`src/sv/tss_pkg.sv`:
```
// ----------------------------------------------------------------------------
// Trajectory segment splitter package
// Shared widths, command codes and constants of the segment splitter.
// ----------------------------------------------------------------------------
package tss_pkg;

    localparam int TSS_MAX_BOUNDARIES = 16;
    localparam int TSS_MAX_POINTS     = 65536;

    localparam int ID_W     = 16;
    localparam int COORD_W  = 32;
    localparam int STAMP_W  = 32;
    localparam int SLOT_W   = 4;
    localparam int COUNT_W  = 5;
    localparam int INDEX_W  = 16;
    localparam int NUMBER_W = 16;
    localparam int MASK_W   = 4;

    localparam logic CMD_LOAD  = 1'b0;
    localparam logic CMD_POINT = 1'b1;

    localparam logic [MASK_W-1:0] FULL_MASK = 4'hF;

    localparam int QUAD_PP = 0;
    localparam int QUAD_NP = 1;
    localparam int QUAD_NN = 2;
    localparam int QUAD_PN = 3;

endpackage

```
`src/sv/tss_channels.sv`:
```
// ----------------------------------------------------------------------------
// Trajectory segment splitter channels
// Valid/ready channels for points, segment results and configuration.
// ----------------------------------------------------------------------------
interface tss_point_if;
    import tss_pkg::*;

    logic                        valid;
    logic                        ready;
    logic                        cmd;
    logic [SLOT_W-1:0]           table_slot;
    logic [ID_W-1:0]             traj_id;
    logic signed [COORD_W-1:0]   pos_x;
    logic signed [COORD_W-1:0]   pos_y;
    logic [STAMP_W-1:0]          stamp;

    modport source (output valid, cmd, table_slot, traj_id, pos_x, pos_y, stamp,
                    input ready);
    modport sink   (input valid, cmd, table_slot, traj_id, pos_x, pos_y, stamp,
                    output ready);
endinterface

interface tss_seg_if;
    import tss_pkg::*;

    logic                  valid;
    logic                  ready;
    logic [INDEX_W-1:0]    seg_start;
    logic [STAMP_W-1:0]    seg_time;
    logic [NUMBER_W-1:0]   seg_number;

    modport source (output valid, seg_start, seg_time, seg_number, input ready);
    modport sink   (input valid, seg_start, seg_time, seg_number, output ready);
endinterface

interface tss_cfg_if;
    import tss_pkg::*;

    logic                 valid;
    logic                 ready;
    logic [COUNT_W-1:0]   data;

    modport source (output valid, data, input ready);
    modport sink   (input valid, data, output ready);
endinterface

```
`src/sv/trajectory_segment_splitter_unit.sv`:
```
// ----------------------------------------------------------------------------
// Trajectory segment splitter: cuts a point stream into segments by id, direction and time.
// Items are taken only in S_IDLE, where a load is written; a point then passes S_CMP_X,
// S_CMP_Y and S_WALK; the table walk steps the shared comparator, one entry per cycle, over
// each crossed boundary. Results register once the output is free. Reset is asynchronous.
// ----------------------------------------------------------------------------
module trajectory_segment_splitter_unit #(
    parameter int MAX_BOUNDARIES = tss_pkg::TSS_MAX_BOUNDARIES,
    parameter int MAX_POINTS     = tss_pkg::TSS_MAX_POINTS
) (
    input  logic      clk,
    input  logic      rst_n,
    tss_point_if.sink point,
    tss_seg_if.source seg,
    tss_cfg_if.sink   cfg
);
    import tss_pkg::*;

    localparam int AW = (MAX_BOUNDARIES > 1) ? $clog2(MAX_BOUNDARIES) : 1;
    localparam int CW = $clog2(MAX_BOUNDARIES + 1);
    localparam int PW = $clog2(MAX_POINTS);

    typedef enum logic [1:0] {S_IDLE, S_CMP_X, S_CMP_Y, S_WALK} state_t;

    state_t                state_reg, state_next;
    logic [COUNT_W-1:0]    count_reg, count_next;
    logic                  id_seen_reg, id_seen_next;
    logic [ID_W-1:0]       last_id_reg, last_id_next;
    logic [COORD_W-1:0]    prev_x_reg, prev_x_next;
    logic [COORD_W-1:0]    prev_y_reg, prev_y_next;
    logic [COORD_W-1:0]    x_reg, x_next;
    logic [COORD_W-1:0]    y_reg, y_next;
    logic [STAMP_W-1:0]    stamp_reg, stamp_next;
    logic [MASK_W-1:0]     dir_mask_reg, dir_mask_next;
    logic [CW-1:0]         slot_reg, slot_next;
    logic [PW-1:0]         point_cnt_reg, point_cnt_next;
    logic [NUMBER_W-1:0]   seg_cnt_reg, seg_cnt_next;
    logic                  new_id_reg, new_id_next;
    logic                  moved_reg, moved_next;
    logic                  x_ge_reg, x_ge_next;
    logic                  x_le_reg, x_le_next;
    logic                  out_valid_reg, out_valid_next;
    logic [INDEX_W-1:0]    out_start_reg, out_start_next;
    logic [STAMP_W-1:0]    out_time_reg, out_time_next;
    logic [NUMBER_W-1:0]   out_number_reg, out_number_next;

    logic [STAMP_W-1:0]    bnd_mem [MAX_BOUNDARIES];
    logic [STAMP_W-1:0]    rd_data_reg;
    logic                  wr_en;
    logic [AW-1:0]         wr_addr;
    logic [AW-1:0]         rd_addr;

    logic [COORD_W-1:0]    op_a;
    logic [COORD_W-1:0]    op_b;
    logic                  op_signed;
    logic signed [COORD_W:0] op_a_ext;
    logic signed [COORD_W:0] op_b_ext;
    logic                  cmp_lt;
    logic                  cmp_eq;

    logic [CW-1:0]         valid_cnt;
    logic                  point_xfer;
    logic                  y_ge;
    logic                  y_le;
    logic [MASK_W-1:0]     quad;
    logic                  cut;
    logic                  out_free;

    assign point.ready = (state_reg == S_IDLE);
    assign cfg.ready   = 1'b1;

    assign seg.valid      = out_valid_reg;
    assign seg.seg_start  = out_start_reg;
    assign seg.seg_time   = out_time_reg;
    assign seg.seg_number = out_number_reg;

    assign point_xfer = point.valid && point.ready;
    assign out_free   = !out_valid_reg || seg.ready;

    assign valid_cnt = (32'(count_reg) > MAX_BOUNDARIES) ? CW'(MAX_BOUNDARIES)
                                                         : CW'(count_reg);

    assign wr_en   = point_xfer && (point.cmd == CMD_LOAD)
                     && (32'(point.table_slot) < MAX_BOUNDARIES);
    assign wr_addr = AW'(32'(point.table_slot));
    assign rd_addr = AW'(slot_next);

    always_ff @(posedge clk)
    begin
        if (wr_en)
        begin
            bnd_mem[wr_addr] <= point.stamp;
        end
        rd_data_reg <= bnd_mem[rd_addr];
    end

    // Shared comparator: one signed or unsigned 32-bit compare per cycle.
    always_comb
    begin
        unique case (state_reg)
            S_CMP_X:
            begin
                op_a      = x_reg;
                op_b      = prev_x_reg;
                op_signed = 1'b1;
            end
            S_CMP_Y:
            begin
                op_a      = y_reg;
                op_b      = prev_y_reg;
                op_signed = 1'b1;
            end
            default:
            begin
                op_a      = rd_data_reg;
                op_b      = stamp_reg;
                op_signed = 1'b0;
            end
        endcase
        op_a_ext = $signed({op_signed & op_a[COORD_W-1], op_a});
        op_b_ext = $signed({op_signed & op_b[COORD_W-1], op_b});
        cmp_lt   = (op_a_ext < op_b_ext);
        cmp_eq   = (op_a == op_b);
    end

    assign y_ge = !cmp_lt;
    assign y_le = cmp_lt || cmp_eq;

    always_comb
    begin
        quad          = '0;
        quad[QUAD_PP] = x_ge_reg && y_ge;
        quad[QUAD_PN] = x_ge_reg && y_le;
        quad[QUAD_NP] = x_le_reg && y_ge;
        quad[QUAD_NN] = x_le_reg && y_le;
    end

    assign cut = new_id_reg || moved_reg || (dir_mask_reg == '0);

    always_comb
    begin
        state_next      = state_reg;
        count_next      = count_reg;
        id_seen_next    = id_seen_reg;
        last_id_next    = last_id_reg;
        prev_x_next     = prev_x_reg;
        prev_y_next     = prev_y_reg;
        x_next          = x_reg;
        y_next          = y_reg;
        stamp_next      = stamp_reg;
        dir_mask_next   = dir_mask_reg;
        slot_next       = slot_reg;
        point_cnt_next  = point_cnt_reg;
        seg_cnt_next    = seg_cnt_reg;
        new_id_next     = new_id_reg;
        moved_next      = moved_reg;
        x_ge_next       = x_ge_reg;
        x_le_next       = x_le_reg;
        out_valid_next  = out_valid_reg && !seg.ready;
        out_start_next  = out_start_reg;
        out_time_next   = out_time_reg;
        out_number_next = out_number_reg;

        if (cfg.valid && cfg.ready)
        begin
            count_next = cfg.data;
        end

        unique case (state_reg)
            S_IDLE:
            begin
                if (point_xfer && (point.cmd == CMD_POINT))
                begin
                    x_next     = point.pos_x;
                    y_next     = point.pos_y;
                    stamp_next = point.stamp;
                    moved_next = 1'b0;
                    if (!id_seen_reg || (point.traj_id > last_id_reg))
                    begin
                        new_id_next  = 1'b1;
                        id_seen_next = 1'b1;
                        last_id_next = point.traj_id;
                        slot_next    = '0;
                    end
                    else
                    begin
                        new_id_next = 1'b0;
                    end
                    state_next = S_CMP_X;
                end
            end
            S_CMP_X:
            begin
                x_ge_next  = !cmp_lt;
                x_le_next  = cmp_lt || cmp_eq;
                state_next = S_CMP_Y;
            end
            S_CMP_Y:
            begin
                if (!new_id_reg)
                begin
                    dir_mask_next = dir_mask_reg & quad;
                end
                state_next = S_WALK;
            end
            S_WALK:
            begin
                if ((slot_reg < valid_cnt) && (cmp_lt || cmp_eq))
                begin
                    slot_next  = slot_reg + 1'b1;
                    moved_next = !new_id_reg;
                end
                else if (out_free)
                begin
                    prev_x_next = x_reg;
                    prev_y_next = y_reg;
                    if (point_cnt_reg == PW'(MAX_POINTS - 1))
                    begin
                        point_cnt_next = '0;
                    end
                    else
                    begin
                        point_cnt_next = point_cnt_reg + 1'b1;
                    end
                    if (cut)
                    begin
                        dir_mask_next   = FULL_MASK;
                        out_valid_next  = 1'b1;
                        out_start_next  = INDEX_W'(point_cnt_reg);
                        out_time_next   = stamp_reg;
                        out_number_next = seg_cnt_reg;
                        seg_cnt_next    = seg_cnt_reg + 1'b1;
                    end
                    state_next = S_IDLE;
                end
            end
            default:
            begin
                state_next = S_IDLE;
            end
        endcase
    end

    always_ff @(posedge clk or negedge rst_n)
    begin
        if (!rst_n)
        begin
            state_reg      <= S_IDLE;
            count_reg      <= '0;
            id_seen_reg    <= 1'b0;
            last_id_reg    <= '0;
            prev_x_reg     <= '0;
            prev_y_reg     <= '0;
            x_reg          <= '0;
            y_reg          <= '0;
            stamp_reg      <= '0;
            dir_mask_reg   <= FULL_MASK;
            slot_reg       <= '0;
            point_cnt_reg  <= '0;
            seg_cnt_reg    <= '0;
            new_id_reg     <= 1'b0;
            moved_reg      <= 1'b0;
            x_ge_reg       <= 1'b0;
            x_le_reg       <= 1'b0;
            out_valid_reg  <= 1'b0;
            out_start_reg  <= '0;
            out_time_reg   <= '0;
            out_number_reg <= '0;
        end
        else
        begin
            state_reg      <= state_next;
            count_reg      <= count_next;
            id_seen_reg    <= id_seen_next;
            last_id_reg    <= last_id_next;
            prev_x_reg     <= prev_x_next;
            prev_y_reg     <= prev_y_next;
            x_reg          <= x_next;
            y_reg          <= y_next;
            stamp_reg      <= stamp_next;
            dir_mask_reg   <= dir_mask_next;
            slot_reg       <= slot_next;
            point_cnt_reg  <= point_cnt_next;
            seg_cnt_reg    <= seg_cnt_next;
            new_id_reg     <= new_id_next;
            moved_reg      <= moved_next;
            x_ge_reg       <= x_ge_next;
            x_le_reg       <= x_le_next;
            out_valid_reg  <= out_valid_next;
            out_start_reg  <= out_start_next;
            out_time_reg   <= out_time_next;
            out_number_reg <= out_number_next;
        end
    end

    // A pending result always carries the segment number just issued.
    a_seg_number: assert property (@(posedge clk) disable iff (!rst_n)
        out_valid_reg |-> (seg_cnt_reg == out_number_reg + 1'b1))
        else $error("pending segment number out of step with segment counter");

    // An empty direction mask never survives past the end of a point.
    a_mask_full: assert property (@(posedge clk) disable iff (!rst_n)
        (state_reg == S_IDLE) |-> (dir_mask_reg != '0))
        else $error("direction mask left empty after a point");

    // The time slot moves only during the table walk or on a new id.
    a_slot_hold: assert property (@(posedge clk) disable iff (!rst_n)
        (state_reg == S_CMP_X || state_reg == S_CMP_Y) |=> $stable(slot_reg))
        else $error("time slot changed outside the table walk");

endmodule

```
`src/flat_wrapper.sv`:
```
// flat-port wrapper written by rule: the top's interface ports become plain ports
module trajectory_segment_splitter_unit_flat import tss_pkg::*;
#(
    parameter int MAX_BOUNDARIES = tss_pkg::TSS_MAX_BOUNDARIES,
    parameter int MAX_POINTS     = tss_pkg::TSS_MAX_POINTS
)
  (clk, rst_n, point_valid, point_cmd, point_table_slot, point_traj_id, point_pos_x, point_pos_y, point_stamp, point_ready, seg_valid, seg_seg_start, seg_seg_time, seg_seg_number, seg_ready, cfg_valid, cfg_data, cfg_ready);
  tss_point_if point_i ();
  tss_seg_if seg_i ();
  tss_cfg_if cfg_i ();
  input  logic clk;
  input  logic rst_n;
  input wire logic [$bits(point_i.valid)-1:0] point_valid;
  input wire logic [$bits(point_i.cmd)-1:0] point_cmd;
  input wire logic [$bits(point_i.table_slot)-1:0] point_table_slot;
  input wire logic [$bits(point_i.traj_id)-1:0] point_traj_id;
  input wire logic [$bits(point_i.pos_x)-1:0] point_pos_x;
  input wire logic [$bits(point_i.pos_y)-1:0] point_pos_y;
  input wire logic [$bits(point_i.stamp)-1:0] point_stamp;
  output wire logic [$bits(point_i.ready)-1:0] point_ready;
  output wire logic [$bits(seg_i.valid)-1:0] seg_valid;
  output wire logic [$bits(seg_i.seg_start)-1:0] seg_seg_start;
  output wire logic [$bits(seg_i.seg_time)-1:0] seg_seg_time;
  output wire logic [$bits(seg_i.seg_number)-1:0] seg_seg_number;
  input wire logic [$bits(seg_i.ready)-1:0] seg_ready;
  input wire logic [$bits(cfg_i.valid)-1:0] cfg_valid;
  input wire logic [$bits(cfg_i.data)-1:0] cfg_data;
  output wire logic [$bits(cfg_i.ready)-1:0] cfg_ready;
  assign point_i.valid = point_valid;
  assign point_i.cmd = point_cmd;
  assign point_i.table_slot = point_table_slot;
  assign point_i.traj_id = point_traj_id;
  assign point_i.pos_x = point_pos_x;
  assign point_i.pos_y = point_pos_y;
  assign point_i.stamp = point_stamp;
  assign point_ready = point_i.ready;
  assign seg_valid = seg_i.valid;
  assign seg_seg_start = seg_i.seg_start;
  assign seg_seg_time = seg_i.seg_time;
  assign seg_seg_number = seg_i.seg_number;
  assign seg_i.ready = seg_ready;
  assign cfg_i.valid = cfg_valid;
  assign cfg_i.data = cfg_data;
  assign cfg_ready = cfg_i.ready;
  trajectory_segment_splitter_unit #(.MAX_BOUNDARIES(MAX_BOUNDARIES), .MAX_POINTS(MAX_POINTS)) u_core (.clk(clk), .rst_n(rst_n), .point(point_i), .seg(seg_i), .cfg(cfg_i));
endmodule
```
`config.mk`:
```
export PLATFORM = sky130hd
export DESIGN_NAME = trajectory_segment_splitter_unit_flat
export DESIGN_NICKNAME = d
export VERILOG_FILES = /design/src/sv/tss_pkg.sv /design/src/sv/tss_channels.sv /design/src/sv/trajectory_segment_splitter_unit.sv /design/src/flat_wrapper.sv
export SDC_FILE = /design/constraint.sdc
export NUM_CORES = 1
export LEC_CHECK = 0
export BUFFER_PORTS_ARGS = -buffer_cell sky130_fd_sc_hd__buf_2
export CAP_MARGIN = 10
export CORE_MARGIN = 3
export CORE_UTILIZATION = 55
export CTS_CLUSTER_SIZE = 12
export DETAILED_ROUTE_END_ITERATION = 16
export PLACE_DENSITY = 0.83
export SETUP_SLACK_MARGIN = 0.4
export SLEW_MARGIN = 20
export SYNTH_ARGS = -nofsm -noshare
export SYNTH_HDL_FRONTEND = slang
export SYNTH_SLANG_ARGS = --single-unit
```
`constraint.sdc`:
```
create_clock -name clk -period 5.1 [get_ports clk]
set_input_delay 1.275 -clock clk [delete_from_list [all_inputs] [get_ports clk]]
set_output_delay 1.275 -clock clk [all_outputs]
set_load 0.03 [all_outputs]
```
==> impl_metrics.tcl, run 1 <==
set metrics [dict create \
    status "complete, no violations" \
    die_h_um 262 \
    startpoint_type "register" \
    critPathSlowestCell "dfrtp_2" \
    critPathCapture "u_core.rd_data_reg[14]$_DFF_P_" \
    ys_dominant_reg_cell "edfxtp_1" \
    grt.overflow.total 0 \
    cts_root_buf "clkbuf_16" \
    rr_worst_depth 20 \
    start_util 0.556 \
    cp_slowest_stage_delay_ps 450 \
    die-area_sq_um 68400 \
    tritoncts "done" \
    synthArstFlopShare 0.351 \
    antenna_found_initial 12 \
    clkTransAtPathRegs_ps 60 \
    required_ps 5600 \
    yosys_warnings 0 \
    utilization 0.650 \
    worst_slack_ps 291 \
    ys_ff_latch 838 \
    hold_buffers 0 \
    r2r_setup_slack_ps 290 \
    syn_area_sq_um 35900 \
    arrival_ps 5310 \
    port-buffer-count 192 \
    wire_per_inst_um 27.2 \
    vias 25600 \
    top_usage_layer "met2" \
    dpl.hpwl_um 54400 \
    ys_types 53 \
    firstDrtPassIters 5 \
    grt_max_degree 134 \
    worst_hold_slack_ps 476 \
    top_register "u_core.bnd_mem" \
    cts.sinks 838 \
    period_needed_ps 4810 \
    viasPerCell 6.74 \
    clock.fmax_mhz 208 \
    setup_viol 0 \
    dp_slack_ps 132 \
    hold_path.startpoint "u_core.prev_y_reg[15]$_DFFE_PN0P_" \
    placed_cells 3591 \
    maxSlewHeadroom 0.233 \
    syn_inst 2685 \
    fillers 4085 \
    track_usage 0.276 \
    crit_buf_inv 6 \
    regArea_sq_um 23400 \
    synth-edff-count 512 \
    maxSlewViolCount 0 \
    max-cap-violations 0 \
    yosysSeqAreaShare 0.651 \
    grtUsageMet3 0.0596 \
    r2r-start "u_core.state_reg[0]$_DFFE_PN0P_" \
    dr.first_iter.drc_count 3879 \
    wl_um 103000 \
    timing.rr.end "u_core.rd_data_reg[14]$_DFF_P_" \
    worst-path-stages 20 \
    worst-path-max-fanout 6 \
    cts_buffers 84 \
    hold_class "register to register" \
    fin_nets 3062 \
    synth.net_count 2872 \
    ant_nets 0 \
    fin_setup_tns_ps 0 \
    cts-htree-levels 3 \
    path_class "register to register" \
    worst_slew_pin_slew_ps 1150 \
    avgSynthCellArea_sq_um 13.4 \
    final_hold_viol_count 0 \
    io_pins 194 \
    clock_latency_ps 640 \
    p_leak_nw 16.5 \
    final_common_cell "edfxtp_1" \
    cp_cell_sequence "inv_4 > buf_12 > ha_4 > clkbuf_16 > a22oi_1 > a21oi_1 > ha_1 > and2_1 > a221o_1 > a221o_1 > o211ai_1 > o22ai_2 > a21oi_4 > o211a_4 > buf_12 > clkbuf_16 > buf_6 > mux2_2 > o2111ai_1 > nand4_1" \
    gp_congestion 0.874 \
    rsz0062_at_grt "true" \
    cp-startpoint "u_core.state_reg[0]$_DFFE_PN0P_" \
    die_w_um 262 \
    mostFrequentLayoutCells "512 x edfxtp_1, 289 x dfrtp_1, 285 x nand2_1, 285 x mux2_2, 194 x o2111ai_1" \
    finalClockSkew_ps 26.7 \
    core_area_sq_um 64600 \
    drive_gt1_frac 0.274 \
    end_kind "register" \
    placementRows 93 \
    fin_cells 3795 \
    finalCritPeriodShare 0.943 \
    grtUsageMet2 0.450 \
    drc 0 \
    syn2layout_area_growth_pct 16.9 \
    grt_pass1_wl_um 145000 \
    peakVddDrop_mv 1.06 \
    largest_reg_flops 512 \
    cts_buffer_depth 3 \
    use_met1 0.358 \
    grt_pass1_vias 24600 \
    powerDensity_nw_per_um2 671 \
    multi_input_area_sq_um 11600 \
    critPathTopFamily "compound AO/OA/AOI/OAI gates" \
]
==> layout make-up <==
class | count | area share
antenna | 5 | 0.000298
clock buffer | 131 | 0.0572
clock inverter | 15 | 0.00581
inverter | 165 | 0.0149
multi-input combinational | 1478 | 0.277
sequential | 838 | 0.557
tap | 855 | 0.0255
timing repair buffer | 308 | 0.0627
==> logic make-up (layout without fill, tap and decap cells) <==
kind of cell,after synthesis,in the layout,share of synthesized area
flops,838,838,0.651
compound gates,614,615,0.129
buf+inv,371,619,0.0417
xor+xnor,27,27,0.00658
other cells,1,6,0.000104
fa+ha+maj,60,60,0.0209
simple gates,477,478,0.0580
mux,297,297,0.0930
==> synth_stat cells (3+ instances only) <==
cell type	number	share of area
or3_1	3	0.00052
clkbuf_1	140	0.015
o2111ai_1	226	0.055
o211a_1	3	0.00084
o21ai_0	65	0.0091
a31oi_1	4	0.00070
dfrtp_1	290	0.20
nand4_1	46	0.0080
nand3_1	19	0.0026
dfstp_2	4	0.0029
a21oi_1	53	0.0074
and3_1	8	0.0014
nor2b_1	5	0.00087
o21a_1	3	0.00063
ha_1	60	0.021
buf_2	35	0.0049
nor3_1	17	0.0024
nor2_1	67	0.0070
o211ai_1	165	0.034
dfxtp_1	32	0.018
nand2_1	286	0.030
mux2_2	295	0.092
buf_1	17	0.0018
edfxtp_1	512	0.43
a21boi_0	3	0.00063
xor2_1	11	0.0027
and2_1	3	0.00052
and4_1	9	0.0022
xnor2_1	16	0.0039
inv_1	165	0.017
nand2b_1	6	0.0010
buf_4	12	0.0025
a21o_1	13	0.0027
a22oi_1	63	0.013
nor4_1	4	0.00070
==> through the flow <==
stage	area (sq um)	total power, mW
after floorplan	35900	16.6
after global placement	38000	19.2
after detailed placement	38000	19.7
after CTS	41000	26.3
after global routing	42000	29.4
final	42000	28.2
==> routing by layer <==
layer  part of all wire  vias to the layer above
met5            0.00044                        -
met4              0.048                       10
met2               0.48                     1995
li1                   -                    10600
met1               0.35                    12600
met3               0.12                      372
==> tightest hold or removal path, stage by stage (launching register included) <==
cell     delay (ps)
dfrtp_1         340
nand2_1          50
nand2_1          50
==> worst min path at each step <==
stage | end | depth (start not counted)
after global routing | u_core.seg_cnt_reg[15]$_DFFE_PN0P_ | 1
after global placement | u_core.seg_cnt_reg[15]$_DFFE_PN0P_ | 1
after CTS | u_core.prev_y_reg[15]$_DFFE_PN0P_ | 2
after detailed placement | u_core.seg_cnt_reg[15]$_DFFE_PN0P_ | 1
after floorplan | u_core.seg_cnt_reg[15]$_DFFE_PN0P_ | 1
final | u_core.prev_y_reg[15]$_DFFE_PN0P_ | 2
==> timing repair <==
item                       in CTS  in global routing
buffers inserted                6                 24
gates resized for setup        17                 81
cloned                          5                 18
setup endpoints to repair     128                113
pin swaps                       8                 37
hold endpoints to repair        0                  0
==> report_power, final <==
part           leakage (nW)  switching (mW)  internal [mW]
registers              8.54           0.970           8.37
logic                  6.65            7.73           5.02
clock network          1.28            2.61           3.45
total                  16.5            11.3           16.8
Power figures use the tool's default switching activity.
==> run 2, diff against run 1 <==
--- a/config.mk
+++ b/config.mk
@@ -7,12 +7,12 @@
 export LEC_CHECK = 0
 export BUFFER_PORTS_ARGS = -buffer_cell sky130_fd_sc_hd__buf_2
 export CAP_MARGIN = 10
+export CORE_ASPECT_RATIO = 0.6
 export CORE_MARGIN = 3
 export CORE_UTILIZATION = 55
 export CTS_CLUSTER_SIZE = 12
 export DETAILED_ROUTE_END_ITERATION = 16
 export PLACE_DENSITY = 0.83
-export SETUP_SLACK_MARGIN = 0.4
 export SLEW_MARGIN = 20
 export SYNTH_ARGS = -nofsm -noshare
 export SYNTH_HDL_FRONTEND = slang
==> run 2 against run 1 <==
Effect of this change:
- wire length down 7.7%
- critical endpoint is now u_core.rd_data_reg[24]$_DFF_P_
- fmax down 2.5%
- largest cell class unchanged
- worst hold slack about the same
==> impl_metrics.tcl, run 2 (synthesized netlist as in run 1, its figures left out) <==
set metrics [dict create \
    path_class "register to register" \
    status "complete, no violations" \
    maxSlewViolCount 0 \
    grt_max_degree 129 \
    period_needed_ps 4930 \
    tritoncts "done" \
    worst_slew_pin_slew_ps 1120 \
    cp_slowest_stage_delay_ps 470 \
    worst-path-max-fanout 49 \
    end_kind "register" \
    rr_worst_depth 18 \
    firstDrtPassIters 5 \
    worst_slack_ps 169 \
    swShare 0.403 \
    placementRows 71 \
    viasPerCell 6.58 \
    dpl.hpwl_um 55000 \
    setup_viol 0 \
    die-area_sq_um 68500 \
    drc 0 \
    critPathSlowestCell "dfrtp_1" \
    mostFrequentLayoutCells "512 x edfxtp_1, 295 x mux2_2, 290 x dfrtp_1, 285 x nand2_1, 225 x o2111ai_1" \
    startpoint_type "register" \
    regArea_sq_um 23400 \
    timing.hold.worst_path_depth 1 \
    hold_end "u_core.seg_cnt_reg[15]$_DFFE_PN0P_" \
    dp_slack_ps -184 \
    die_h_um 204 \
    fin_nets 3027 \
    required_ps 5580 \
    finalClockSkew_ps 29.6 \
    multi_input_area_sq_um 11300 \
    r2r_setup_slack_ps 170 \
    maxSlewHeadroom 0.251 \
    largest_reg_flops 512 \
    track_usage 0.272 \
    clkPwrFrac 0.207 \
    clock.fmax_mhz 203 \
    io_pins 194 \
    core_area_sq_um 63600 \
    syn2layout_area_growth_pct 13.0 \
    wire_per_inst_um 25.5 \
    hold_class "register to register" \
    ant_nets 0 \
    port-buffer-count 192 \
    fin_cells 3734 \
    grt_pass1_wl_um 143000 \
    cts-htree-levels 3 \
    timing.rr.end "u_core.rd_data_reg[24]$_DFF_P_" \
    cts_buffer_depth 3 \
    placed_cells 3586 \
    grt_pass1_vias 24100 \
    pwr-share-seq 0.352 \
    drive_gt1_frac 0.245 \
    cts.sinks 838 \
    cp_cell_sequence "inv_1 > ha_4 > buf_4 > nor2_1 > a21oi_1 > ha_1 > a21oi_1 > o21a_1 > o2111ai_2 > a21oi_4 > o22ai_1 > a21oi_4 > o211a_4 > buf_12 > buf_16 > mux2_2 > o2111ai_1 > nand4_1" \
    vias 24600 \
    grt.overflow.total 0 \
    p_sw_mw 10.5 \
    gp_congestion 0.882 \
    clock_latency_ps 620 \
    final_hold_viol_count 0 \
    wl_um 95200 \
    cts_buffers 79 \
    max-cap-violations 0 \
    final_common_cell "edfxtp_1" \
    top_register "u_core.bnd_mem" \
    start_util 0.565 \
    p_leak_nw 15.9 \
    dr.first_iter.drc_count 3118 \
    hold_path.startpoint "u_core.seg_cnt_reg[15]$_DFFE_PN0P_" \
    cp-startpoint "u_core.state_reg[1]$_DFFE_PN0P_" \
    hold_buffers 0 \
    clkTransAtPathRegs_ps 60 \
    power_frac_comb 0.441 \
    peakVddDrop_mv 1.23 \
    fillers 4301 \
    powerDensity_nw_per_um2 643 \
    finalCritPeriodShare 0.967 \
    antenna_found_initial 6 \
    r2r-start "u_core.state_reg[1]$_DFFE_PN0P_" \
    die_w_um 336 \
    intPower_mw 15.6 \
    cts_root_buf "clkbuf_16" \
    arrival_ps 5410 \
]
-- run 2: cell types whose count changed in the layout (fill, tap and decap cells not counted), sizes merged --
| cell | change |
|---|---|
| clkbuf | -19 |
| buf | -11 |
| clkinv | -6 |
| bufinv | -4 |
| inv | -2 |
| and4 | -1 |
| bufbuf | -1 |
| o211a | -1 |
-- run 2: metrics by stage --
step	TNS (ps)	cell area (sq um)	hold WS (ps)	power, mW	util
2_1_floorplan	0	35900	436	16.6	-
6_report	0	40600	476	26.1	0.638
5_1_grt	-181	40600	485	27.4	0.638
3_3_place_gp	-42.6	38100	459	19.4	0.599
4_1_cts	0	40400	470	25.5	0.636
3_5_place_dp	-7100	38100	460	20.0	0.599
-- run 2: worst max-delay path by stage --
stage                                             end  depth (start not counted)  slack [ps]
floorplan              u_core.rd_data_reg[10]$_DFF_P_                         21         220
global placement        u_core.rd_data_reg[0]$_DFF_P_                         18         -30
detailed placement      u_core.rd_data_reg[0]$_DFF_P_                         18        -180
CTS                 u_core.prev_y_reg[13]$_DFFE_PN0P_                         17          30
global route           u_core.rd_data_reg[24]$_DFF_P_                         17         -40
finish                 u_core.rd_data_reg[24]$_DFF_P_                         18         170
-- run 2: layer usage --
layer | vias up | GRT usage | routed length (um)
met5 | - | 0 | 31
met4 | 4 | 0.0827 | 2740
met3 | 223 | 0.0597 | 11200
met2 | 1591 | 0.428 | 44300
met1 | 12200 | 0.384 | 37000
li1 | 10500 | - | -
-- run 2: timing repair --
action | in CTS | in global routing
pin swaps | 1 | 3
endpoints found under the setup margin | 70 | 180
hold endpoints to repair | 0 | 0
gates resized for setup | 4 | 8
cloned | 0 | 0
buffers inserted | 1 | 11
-- run 2: final cells by class --
class	count	area share
repair buffers	280	0.0481
well taps	839	0.0259
clock buffers	128	0.0548
diodes	5	0.000308
multi-input cells	1476	0.279
inverters	165	0.0153
flip-flops and latches	838	0.576
clock inverters	3	0.000832
-- run 2: worst max-delay path: cells and delay by family (launching register included) --
kind            cells  cell delay [ps]
mux                 1              390
simple gates        2              210
compound gates      9             2100
flops               1              470
fa+ha+maj           2              680
buf+inv             4              870
-- run 2: power groups by stage --
stage	clock, mW	sequential, mW	combinational, mW
2_1_floorplan	0	9.27	7.33
3_3_place_gp	0	9.23	10.2
3_5_place_dp	0	9.29	10.7
4_1_cts	5.44	9.17	10.9
5_1_grt	5.72	9.28	12.4
6_report	5.39	9.20	11.5
